$ cat src/rtl/clts_pkg.sv
// ----------------------------------------------------------------------------
// clts_pkg
// Types, command codes and the glyph remap table for the LCD text sequencer.
// ----------------------------------------------------------------------------
`default_nettype none

package clts_pkg;

  // Item modes
  localparam logic [1:0] MODE_WRITE = 2'd0;
  localparam logic [1:0] MODE_GOTO  = 2'd1;
  localparam logic [1:0] MODE_CLEAR = 2'd2;

  // LCD command bytes
  localparam logic [7:0] CMD_CLEAR    = 8'h01;
  localparam logic [7:0] CMD_SET_ADDR = 8'h80;
  localparam logic [7:0] LINE2_OFFSET = 8'h40;
  localparam logic [7:0] CHAR_NEWLINE = 8'h0A;

  // Register select codes
  localparam logic RS_CMD  = 1'b0;
  localparam logic RS_DATA = 1'b1;

  localparam int MAX_BYTES = 3;

  // One item's worth of LCD bytes, sent in slot order starting at slot 0
  typedef struct packed {
    logic [1:0]                  byte_count;
    logic [MAX_BYTES-1:0]        rs;
    logic [MAX_BYTES-1:0][7:0]   data;
  } job_t;

  function automatic logic [7:0] remap_glyph(input logic [7:0] c);
    logic [7:0] g;
    case (c)
      8'hA4, 8'h84: g = 8'hE1;
      8'hB6, 8'h96: g = 8'hEF;
      8'hBC, 8'h9C: g = 8'hF5;
      8'h9F:        g = 8'hE2;
      8'hB0:        g = 8'hDF;
      8'hB5:        g = 8'hE4;
      default:      g = c;
    endcase
    return g;
  endfunction

endpackage

`default_nettype wire

$ cat src/rtl/clts_front.sv
// ----------------------------------------------------------------------------
// clts_front
// Accepts items, tracks the character counter and builds the byte list.
// ----------------------------------------------------------------------------
`default_nettype none

module clts_front
  import clts_pkg::*;
#(
  parameter int COLS = 16
) (
  input  wire logic       clk,
  input  wire logic       rst,
  input  wire logic       in_valid,
  output logic            in_ready,
  input  wire logic [1:0] mode,
  input  wire logic [7:0] char_code,
  input  wire logic [1:0] row,
  input  wire logic [3:0] col,
  input  wire logic       full,
  output logic            push,
  output job_t            job
);

  localparam int CW = $clog2(2 * COLS + 1);
  localparam logic [CW-1:0] COLS_C     = CW'(COLS);
  localparam logic [CW-1:0] TWO_COLS_C = CW'(2 * COLS);

  logic [CW-1:0] char_count;
  logic [CW-1:0] char_count_next;
  logic [CW-1:0] cnt_w;
  logic          push_req;
  logic          row_eff;
  logic [7:0]    glyph;
  logic          accept;

  assign in_ready = !full;
  assign accept   = in_valid && in_ready;
  assign push     = accept && push_req;
  assign row_eff  = (row != 2'd0);
  assign glyph    = remap_glyph(char_code);

  // Newline jumps to the next line boundary before the wrap checks
  always_comb begin
    if (char_code == CHAR_NEWLINE) begin
      if (char_count >= COLS_C && char_count < TWO_COLS_C) begin
        cnt_w = TWO_COLS_C;
      end else begin
        cnt_w = COLS_C;
      end
    end else begin
      cnt_w = char_count;
    end
  end

  always_comb begin
    job             = '0;
    push_req        = 1'b0;
    char_count_next = char_count;
    case (mode)
      MODE_WRITE: begin
        push_req = 1'b1;
        if (cnt_w == COLS_C) begin
          job.byte_count  = 2'd2;
          job.rs[0]       = RS_CMD;
          job.data[0]     = CMD_SET_ADDR | LINE2_OFFSET;
          job.rs[1]       = RS_DATA;
          job.data[1]     = glyph;
          char_count_next = cnt_w + CW'(1);
        end else if (cnt_w >= TWO_COLS_C) begin
          job.byte_count  = 2'd3;
          job.rs[0]       = RS_CMD;
          job.data[0]     = CMD_CLEAR;
          job.rs[1]       = RS_CMD;
          job.data[1]     = CMD_SET_ADDR;
          job.rs[2]       = RS_DATA;
          job.data[2]     = glyph;
          char_count_next = CW'(1);
        end else begin
          job.byte_count  = 2'd1;
          job.rs[0]       = RS_DATA;
          job.data[0]     = glyph;
          char_count_next = cnt_w + CW'(1);
        end
      end
      MODE_GOTO: begin
        push_req       = 1'b1;
        job.byte_count = 2'd1;
        job.rs[0]      = RS_CMD;
        job.data[0]    = CMD_SET_ADDR | (row_eff ? LINE2_OFFSET : 8'h00) | {4'h0, col};
        char_count_next = row_eff ? (COLS_C + CW'(col)) : CW'(col);
      end
      MODE_CLEAR: begin
        push_req        = 1'b1;
        job.byte_count  = 2'd1;
        job.rs[0]       = RS_CMD;
        job.data[0]     = CMD_CLEAR;
        char_count_next = '0;
      end
      default: begin
        // unused mode: drop the item
        push_req = 1'b0;
      end
    endcase
  end

  always_ff @(posedge clk) begin
    if (rst) begin
      char_count <= '0;
    end else if (accept) begin
      char_count <= char_count_next;
    end
  end

endmodule

`default_nettype wire

$ cat src/rtl/clts_queue.sv
// ----------------------------------------------------------------------------
// clts_queue
// Small job FIFO between the item front end and the nibble sequencer.
// ----------------------------------------------------------------------------
`default_nettype none

module clts_queue
  import clts_pkg::*;
#(
  parameter int DEPTH = 2
) (
  input  wire logic clk,
  input  wire logic rst,
  input  wire logic push,
  input  job_t      push_job,
  output logic      full,
  input  wire logic pop,
  output job_t      head_job,
  output logic      head_valid
);

  localparam int PW = $clog2(DEPTH);
  localparam int FW = $clog2(DEPTH + 1);

  job_t          mem [DEPTH];
  logic [PW-1:0] wr_ptr;
  logic [PW-1:0] rd_ptr;
  logic [FW-1:0] fill;

  assign full       = (fill == FW'(DEPTH));
  assign head_valid = (fill != '0);
  assign head_job   = mem[rd_ptr];

  always_ff @(posedge clk) begin
    if (push) begin
      mem[wr_ptr] <= push_job;
    end
  end

  always_ff @(posedge clk) begin
    if (rst) begin
      wr_ptr <= '0;
      rd_ptr <= '0;
      fill   <= '0;
    end else begin
      if (push) begin
        wr_ptr <= (wr_ptr == PW'(DEPTH - 1)) ? '0 : wr_ptr + 1'b1;
      end
      if (pop) begin
        rd_ptr <= (rd_ptr == PW'(DEPTH - 1)) ? '0 : rd_ptr + 1'b1;
      end
      case ({push, pop})
        2'b10:   fill <= fill + 1'b1;
        2'b01:   fill <= fill - 1'b1;
        default: fill <= fill;
      endcase
    end
  end

endmodule

`default_nettype wire

$ cat src/rtl/clts_back.sv
// ----------------------------------------------------------------------------
// clts_back
// Splits each queued job into nibbles and presents them one per cycle while out_ready is high.
// ----------------------------------------------------------------------------
`default_nettype none

module clts_back
  import clts_pkg::*;
(
  input  wire logic       clk,
  input  wire logic       rst,
  input  wire logic       head_valid,
  input  job_t            head_job,
  output logic            pop,
  output logic            out_valid,
  input  wire logic       out_ready,
  output logic            reg_select,
  output logic [3:0]      nibble,
  output logic            last
);

  job_t       cur;
  logic       cur_valid;
  logic [2:0] idx;
  logic       load_out;
  logic       last_nib;
  logic [1:0] byte_sel;
  logic [7:0] cur_byte;
  logic [3:0] cur_nib;

  assign load_out = !out_valid || out_ready;
  assign last_nib = (idx == ({cur.byte_count, 1'b0} - 3'd1));
  assign byte_sel = idx[2:1];
  assign cur_byte = cur.data[byte_sel];
  assign cur_nib  = idx[0] ? cur_byte[3:0] : cur_byte[7:4];

  // Take the next job as the current one sends its final nibble, or at once when no job is held
  assign pop = head_valid && (!cur_valid || (load_out && last_nib));

  always_ff @(posedge clk) begin
    if (rst) begin
      cur_valid <= 1'b0;
      idx       <= '0;
      out_valid <= 1'b0;
    end else begin
      if (load_out) begin
        out_valid <= cur_valid;
      end
      if (cur_valid && load_out) begin
        if (last_nib) begin
          cur_valid <= head_valid;
          idx       <= '0;
        end else begin
          idx <= idx + 3'd1;
        end
      end else if (!cur_valid) begin
        cur_valid <= head_valid;
        idx       <= '0;
      end
    end
  end

  always_ff @(posedge clk) begin
    if (pop) begin
      cur <= head_job;
    end
    if (load_out && cur_valid) begin
      reg_select <= cur.rs[byte_sel];
      nibble     <= cur_nib;
      last       <= last_nib;
    end
  end

endmodule

`default_nettype wire

$ cat src/rtl/char_lcd_text_sequencer.sv
// ----------------------------------------------------------------------------
// char_lcd_text_sequencer
// Turns write, goto and clear items into 4-bit LCD command and data nibbles.
// ----------------------------------------------------------------------------
// The front end takes one item per cycle while the job queue has room and
// updates the character counter at once; the nibble sequencer then sends
// each LCD byte as a high and a low nibble, one nibble per cycle while
// out_ready is high. A goto or clear gives 2 nibbles, a write 2, 4 or 6
// (line wrap and screen wrap add commands); the nibble sequencer sets the
// sustained rate. With the pipe empty, an item passes through the job queue,
// the current-job register and the output register before its first nibble
// appears. Mode 3 is taken and dropped with no nibbles.
`default_nettype none

module char_lcd_text_sequencer
  import clts_pkg::*;
#(
  parameter int COLS        = 16,
  parameter int QUEUE_DEPTH = 2
) (
  input  wire logic       clk,
  input  wire logic       rst,
  input  wire logic       in_valid,
  output logic            in_ready,
  input  wire logic [1:0] mode,
  input  wire logic [7:0] char_code,
  input  wire logic [1:0] row,
  input  wire logic [3:0] col,
  output logic            out_valid,
  input  wire logic       out_ready,
  output logic            reg_select,
  output logic [3:0]      nibble,
  output logic            last
);

  logic push;
  logic full;
  logic pop;
  logic head_valid;
  job_t push_job;
  job_t head_job;

  clts_front #(
    .COLS(COLS)
  ) u_front (
    .clk      (clk),
    .rst      (rst),
    .in_valid (in_valid),
    .in_ready (in_ready),
    .mode     (mode),
    .char_code(char_code),
    .row      (row),
    .col      (col),
    .full     (full),
    .push     (push),
    .job      (push_job)
  );

  clts_queue #(
    .DEPTH(QUEUE_DEPTH)
  ) u_queue (
    .clk       (clk),
    .rst       (rst),
    .push      (push),
    .push_job  (push_job),
    .full      (full),
    .pop       (pop),
    .head_job  (head_job),
    .head_valid(head_valid)
  );

  clts_back u_back (
    .clk       (clk),
    .rst       (rst),
    .head_valid(head_valid),
    .head_job  (head_job),
    .pop       (pop),
    .out_valid (out_valid),
    .out_ready (out_ready),
    .reg_select(reg_select),
    .nibble    (nibble),
    .last      (last)
  );

endmodule

`default_nettype wire

$ cat config.mk
export PLATFORM = sky130hd
export DESIGN_NAME = char_lcd_text_sequencer
export DESIGN_NICKNAME = d
export VERILOG_FILES = /design/src/rtl/clts_pkg.sv /design/src/rtl/clts_front.sv /design/src/rtl/clts_queue.sv /design/src/rtl/clts_back.sv /design/src/rtl/char_lcd_text_sequencer.sv
export SDC_FILE = /design/constraint.sdc
export NUM_CORES = 1
export LEC_CHECK = 0
export BUFFER_PORTS_ARGS = -buffer_cell sky130_fd_sc_hd__buf_2
export CORE_ASPECT_RATIO = 0.75
export CORE_MARGIN = 10
export CORE_UTILIZATION = 44
export CTS_BUF_LIST = sky130_fd_sc_hd__clkbuf_8
export CTS_CLUSTER_SIZE = 40
export DETAILED_ROUTE_END_ITERATION = 10
export SLEW_MARGIN = 20
export SYNTH_ARGS = -nofsm -noshare
export SYNTH_HDL_FRONTEND = slang
export SYNTH_HIERARCHICAL = 1
export SYNTH_SLANG_ARGS = --single-unit
$ cat constraint.sdc
create_clock -name clk -period 3.2 [get_ports clk]
set_input_delay 0.16 -clock clk [delete_from_list [all_inputs] [get_ports clk]]
set_output_delay 0.16 -clock clk [all_outputs]
set_load 0.01 [all_outputs]
==> results of run 1 <==
==> critical path, cell delays in order, from the launching register on <==
cell and delay [ps]:
dfxtp_1 310, buf_4 180, xnor2_1 210, mux2_4 350, o21ai_2 170, and2_1 200, ha_1 270, or3_1 350
a21oi_1 130
==> routing by layer <==
layer / wire [um] / vias to the layer above / GRT usage [%]
met4: 119 / 0 / 3.73
met3: 416 / 10 / 2.97
met5: 0 / - / 0
met1: 4830 / 1461 / 16.0
met2: 4110 / 68 / 17.8
li1: - / 1497 / -
==> power breakdown <==
group          internal [uW]  leakage, uW  switching (uW)
clock network            302    0.0000969             479
registers               1970      0.00102             107
logic                    346     0.000833             461
total                   2620      0.00195            1050
==> layout make-up <==
cell class / instances / share of cell area [%]
flip-flops and latches: 109 / 56.6
multi-input cells: 238 / 32.3
repair buffers: 33 / 3.27
well taps: 140 / 3.18
clock buffers: 9 / 2.25
inverters: 18 / 1.23
clock inverters: 7 / 1.21
==> kinds of logic (layout without fill, tap and decap cells) <==
kind of cell	after synthesis	after routing	synth area share, %
simple gates	121	121	13.5
xor+xnor	9	9	1.56
mux	40	40	10.0
flops	109	109	61.7
fa+ha+maj	8	8	1.98
compound gates	60	60	8.03
buf+inv	35	67	3.22
==> state kept, by name, indices dropped and copies added, names as in the netlist, 2 cells and up, named ones only <==
signal and count:
u_queue/mem 58, u_back/nibble 4, u_front/char_count 6, u_back/cur 29, u_queue/fill 2, u_back/idx 3
==> synth_stat cells (5+ instances only) <==
cell type / n / area (um2)
a21oi_1: 19 / 95.1
buf_2: 7 / 35.0
clkbuf_1: 6 / 22.5
dfxtp_1: 16 / 320
edfxtp_1: 93 / 2790
ha_1: 8 / 100
inv_1: 17 / 63.8
mux2_2: 29 / 327
mux2i_1: 6 / 60.1
nand2_1: 16 / 60.1
nand2b_1: 6 / 37.5
nand3_1: 7 / 35.0
nand3b_1: 8 / 60.1
nor2_1: 33 / 124
nor2b_1: 12 / 75.1
nor3_1: 5 / 25.0
o21ai_0: 7 / 35.0
xnor2_1: 5 / 43.8
==> how the worst max path moves through the flow <==
stage	from	end	slack, ps	cells past startpoint
after detailed placement	char_code[4]	u_queue/mem[0][28]	750	9
after global placement	char_code[1]	u_queue/mem[0][28]	810	9
after floorplan	u_back/cur[28]	u_queue/fill[1]	470	7
final	u_back/idx[2]	u_queue/fill[1]	940	8
after global routing	char_code[3]	u_queue/mem[0][28]	800	9
after CTS	u_back/idx[2]	u_queue/fill[1]	930	8
==> stage by stage <==
| step | hold WS, ps | area, um2 | setup WS (ps) | utilization, % |
|---|---|---|---|---|
| 5_1_grt | 125 | 5500 | 803 | 49.7 |
| 4_1_cts | 110 | 5500 | 933 | 49.7 |
| 6_report | 122 | 5500 | 937 | 49.7 |
| 2_1_floorplan | 229 | 5050 | 467 | - |
| 3_3_place_gp | 469 | 5310 | 814 | 48.0 |
| 3_5_place_dp | 476 | 5310 | 755 | 48.0 |
==> results.tsv, run 1 <==
metric	value	unit
core_area	0.0111	mm2
post_cts_buffers	0	
clk_pin_slew_worst_paths	110	ps
fin_tns_setup	0	ps
clkLatencyLatePin	380	ps
rsz0062_at_grt	false	
fillers	979	
worst-endpoint-arrival	2560	ps
nets	437	
cts_sinks	109	
crit_fanout	11	
hold_viol	0	
die_h	113	um
hp-start	col[1]	
synthCells	382	
placementRows	33	
cts_resized	0	
ys.flop_type	edfxtp_1	
hold_buffers	0	
cts-buffers-inserted	9	
r2r_setup_slack	940	ps
period_share	70.7	%
drt-initial-drc-count	164	
io_buffers	27	
drtAntennaViolNets	0	
run_status	finished clean	
mostFrequentLayoutCell	edfxtp_1	
ys_seq_area_share	61.7	%
drive_gt1_share	22.5	%
ff2ff_path_depth	8	
cts_tree	done	
fin_cells	554	
vdd_drop_max	314	uV
regArea	0.00311	mm2
wl_per_cell	17.1	um
yosysWarnings	6	
mostFrequentLayoutCells	edfxtp_1, nor2_1, mux2_2	
final-setup-viol-count	0	
worstSetupStartpointType	register	
ioPinCount	28	
grt_util_all_layers	11.7	%
crit_path_end_kind	register	
postSynthAreaPerCell	13.2	um2
crit_type	reg2reg	
globalplace.congestion	0.809	
grt_max_degree	31	
min_path_cells	3	
synth_edf_count	93	
first_global_vias	2938	
multi_input_area	0.00178	mm2
htreeDepth	3	
cap_viol_max_count	0	
synth_area	0.00505	mm2
place_inst	538	
cts-root-buf	clkbuf_8	
r2r_end	u_queue/fill[1]	
worstPathRequired	3500	ps
viasPerCell	5.48	
max_freq	442	MHz
skew	17.6	ps
hp-class	in2reg	
slew_violations	0	
power.density	666	mW/mm2
die-area	0.0162	mm2
synth_nets	410	
power.leakage	0.00195	uW
synth_seq_cells	109	
num_vias	3036	
cts_buffer_depth	2	
slew-limit-headroom	52.0	%
antenna_found_initial	0	
ys_types	61	
period_needed	2260	ps
die_w	144	um
start_util	45.6	%
wirelength	9480	um
drt_first_pass_iters	4	
dp_hpwl	6460	um
fin_total_pwr	3660	uW
area_delta_synth_final	8.97	%
worst_pin_slew	713	ps
rr_startpoint	u_back/idx[2]	
grt_pass1_wl	14800	um
n_antenna_cell	0	
synthArstFlopShare	0	%
hold_end	u_front/char_count[1]	
grt_overflow_total	0	
drc	0	
Note: power is estimated with default switching activity, not from simulation.
==> inputs of run 2 (changes only) <==
- ABC_AREA: default -> 1
- clock period: 3.2 -> 1.8 ns (I/O delays scaled with it)
==> run 2 against run 1 <==
Net effect: utilization grew 2.3 points; clock power grew 74%; synthesized cell count grew 19%; routed wire length grew 3.3%; first-iteration DRC count grew 30%; via count grew 8.2%.
==> results.tsv, run 2 <==
metric	value	unit
cts_buffer_depth	2	
die-area	0.0162	mm2
antenna_found_initial	0	
cp_slowest_stage_delay	460	ps
drc	0	
slew_violations	0	
synthCells	454	
final_core_util	52.0	%
worst_slack	112	ps
area_delta_synth_final	13.8	%
path_depth	12	
skew	15.8	ps
yosysTopAreaCellShare	55.2	%
power.density	1210	mW/mm2
reg_top3	u_queue/mem: 58 flops, u_back/cur: 29 flops, u_front/char_count: 6 flops	
p_clk_share	19.5	%
cp_slowest_cell	edfxtp_1	
synth_nets	482	
p_sw_share	31.1	%
hp-class	in2reg	
cts_tree	done	
wirelength	9800	um
cp_top_family	simple AND/OR/NAND/NOR gates	
crit_end	u_queue/fill[1]	
whs	84.1	ps
clkLatencyLatePin	370	ps
yosysWarnings	6	
nets	536	
synthArstFlopShare	0	%
ys_top_cells_by_area	edfxtp_1, dfxtp_1, nand2_1	
clk_pin_slew_worst_paths	100	ps
first_global_vias	3165	
ys_types	38	
worst-endpoint-arrival	2000	ps
worstPathRequired	2110	ps
ff2ff_path_depth	12	
vdd_drop_max	541	uV
run_status	finished clean	
drt-initial-drc-count	213	
r2r_setup_slack	110	ps
crit_fanout	5	
largest_reg_flops	58	
htreeDepth	3	
n_antenna_cell	0	
fin_tns_setup	0	ps
drive_gt1_share	26.5	%
r2r_end	u_queue/fill[1]	
cts_sinks	109	
die_h	113	um
top_register	u_queue/mem	
rsz0062_at_grt	true	
yosysTopAreaCell	edfxtp_1	
globalplace.congestion	0.889	
worst_pin_slew	384	ps
die_w	144	um
cts-root-buf	clkbuf_8	
grt_max_degree	31	
num_vias	3286	
dp_hpwl	7260	um
internal-power	4800	uW
postSynthAreaPerCell	11.2	um2
cap_viol_max_count	0	
fin_total_pwr	6970	uW
synth_seq_cells	109	
mostFrequentLayoutCells	edfxtp_1, nand2_1, nor2_1	
crit_path_start	u_back/cur[27]	
ioPinCount	28	
worstSetupStartpointType	register	
drtAntennaViolNets	0	
grt_util_all_layers	12.4	%
synth_common_cells	edfxtp_1, nand2_1, nor2_1	
core_area	0.0111	mm2
start_util	45.7	%
max_freq	593	MHz
rr_startpoint	u_back/cur[27]	
yosysMostFrequentCell	edfxtp_1	
synth_edf_count	93	
ys.flop_type	edfxtp_1	
mostFrequentLayoutCell	edfxtp_1	
p_sw	2170	uW
pre_cts_ws	-47.2	ps
crit_path_end_kind	register	
pwr-share-comb	27.4	%
io_buffers	27	
grt_pass1_wl	15900	um
grt_overflow_total	0	
ys_seq_area_share	61.5	%
hold_viol	0	
final-setup-viol-count	0	
viasPerCell	5.03	
power.leakage	0.00232	uW
drt_first_pass_iters	5	
period_share	93.8	%
p_seq_share	53.0	%
crit_buf_inv	2	
cts-buffers-inserted	9	
wl_per_cell	15.0	um
placementRows	33	
path_cells	inv_1, nand2_1, nand3_1, nand3_2, nand2_1, and3_4, ha_4, inv_2, nand2_1, nor2_1, nor2_1, nor2_1	
synth_area	0.00506	mm2
period_needed	1690	ps
crit_type	reg2reg	
slew-limit-headroom	74.2	%
## run 2: cell types whose count changed after synthesis, sizes merged, moves of 7 or more
cell	delta
nand3b	-7
nor2	+38
nor2b	-12
nand3	+19
inv	+36
nand2	+60
o21ai	+20
## run 2: timing repair
action,CTS,global route
resized for setup,0,3
endpoints found under the setup margin,0,11
hold buffers,2,0
buffers inserted,0,3
hold endpoints to repair,2,0
## run 2: kinds of logic after synthesis
logic type | Yosys count | share of synthesized area (%)
adders and majority gates | 8 | 1.98
and+or+nand+nor | 184 | 17.2
muxes | 29 | 7.19
DFF | 109 | 61.5
AOI/OAI and AO/OA | 62 | 6.72
buffers and inverters | 60 | 4.94
xor gates and xnor gates | 2 | 0.494
## run 2: layout make-up
type	count	area, um2
clock inverter	7	55.1
inverter	54	208
sequential	109	3110
clock buffer	9	124
tap	140	175
timing repair buffer	49	355
fill	984	5310
multi-input combinational	285	1730
## run 2: worst min path at each step
stage / cells past startpoint / endpoint / from
global route: 3 / u_front/char_count[1] / col[1]
global placement: 4 / u_back/out_valid / out_ready
floorplan: 1 / u_back/idx[2] / rst
finish: 3 / u_front/char_count[3] / col[3]
CTS: 3 / u_front/char_count[1] / col[1]
detailed placement: 4 / u_back/out_valid / out_ready
## run 2: per-layer routing
metal | global-route usage [%] | routed length (um)
met4 | 3.05 | 96
met3 | 3.93 | 575
met1 | 17.7 | 4840
met2 | 17.9 | 4290
met5 | 0 | 0
## run 2: power groups by stage
stage          Combinational (uW)  Sequential, uW  Clock, uW
2_1_floorplan                1280            3730          0
3_3_place_gp                 1870            3740          0
3_5_place_dp                 1900            3760          0
4_1_cts                      1910            3700       1410
5_1_grt                      2130            3750       1500
6_report                     1910            3690       1360
## run 2: metrics by stage
stage          area [um2]  instances
2_1_floorplan        5090        454
3_3_place_gp         5530        632
3_5_place_dp         5530        632
4_1_cts              5730        650
5_1_grt              5760        653
6_report             5760        653
## run 2: worst register-to-register path: stages (launching register included)
cell and delay (ps):
edfxtp_1 460, inv_1 100, nand2_1 50, nand3_1 90, nand3_2 110, nand2_1 80
and3_4 220, ha_4 220, inv_2 50, nand2_1 40, nor2_1 90, nor2_1 50
nor2_1 80
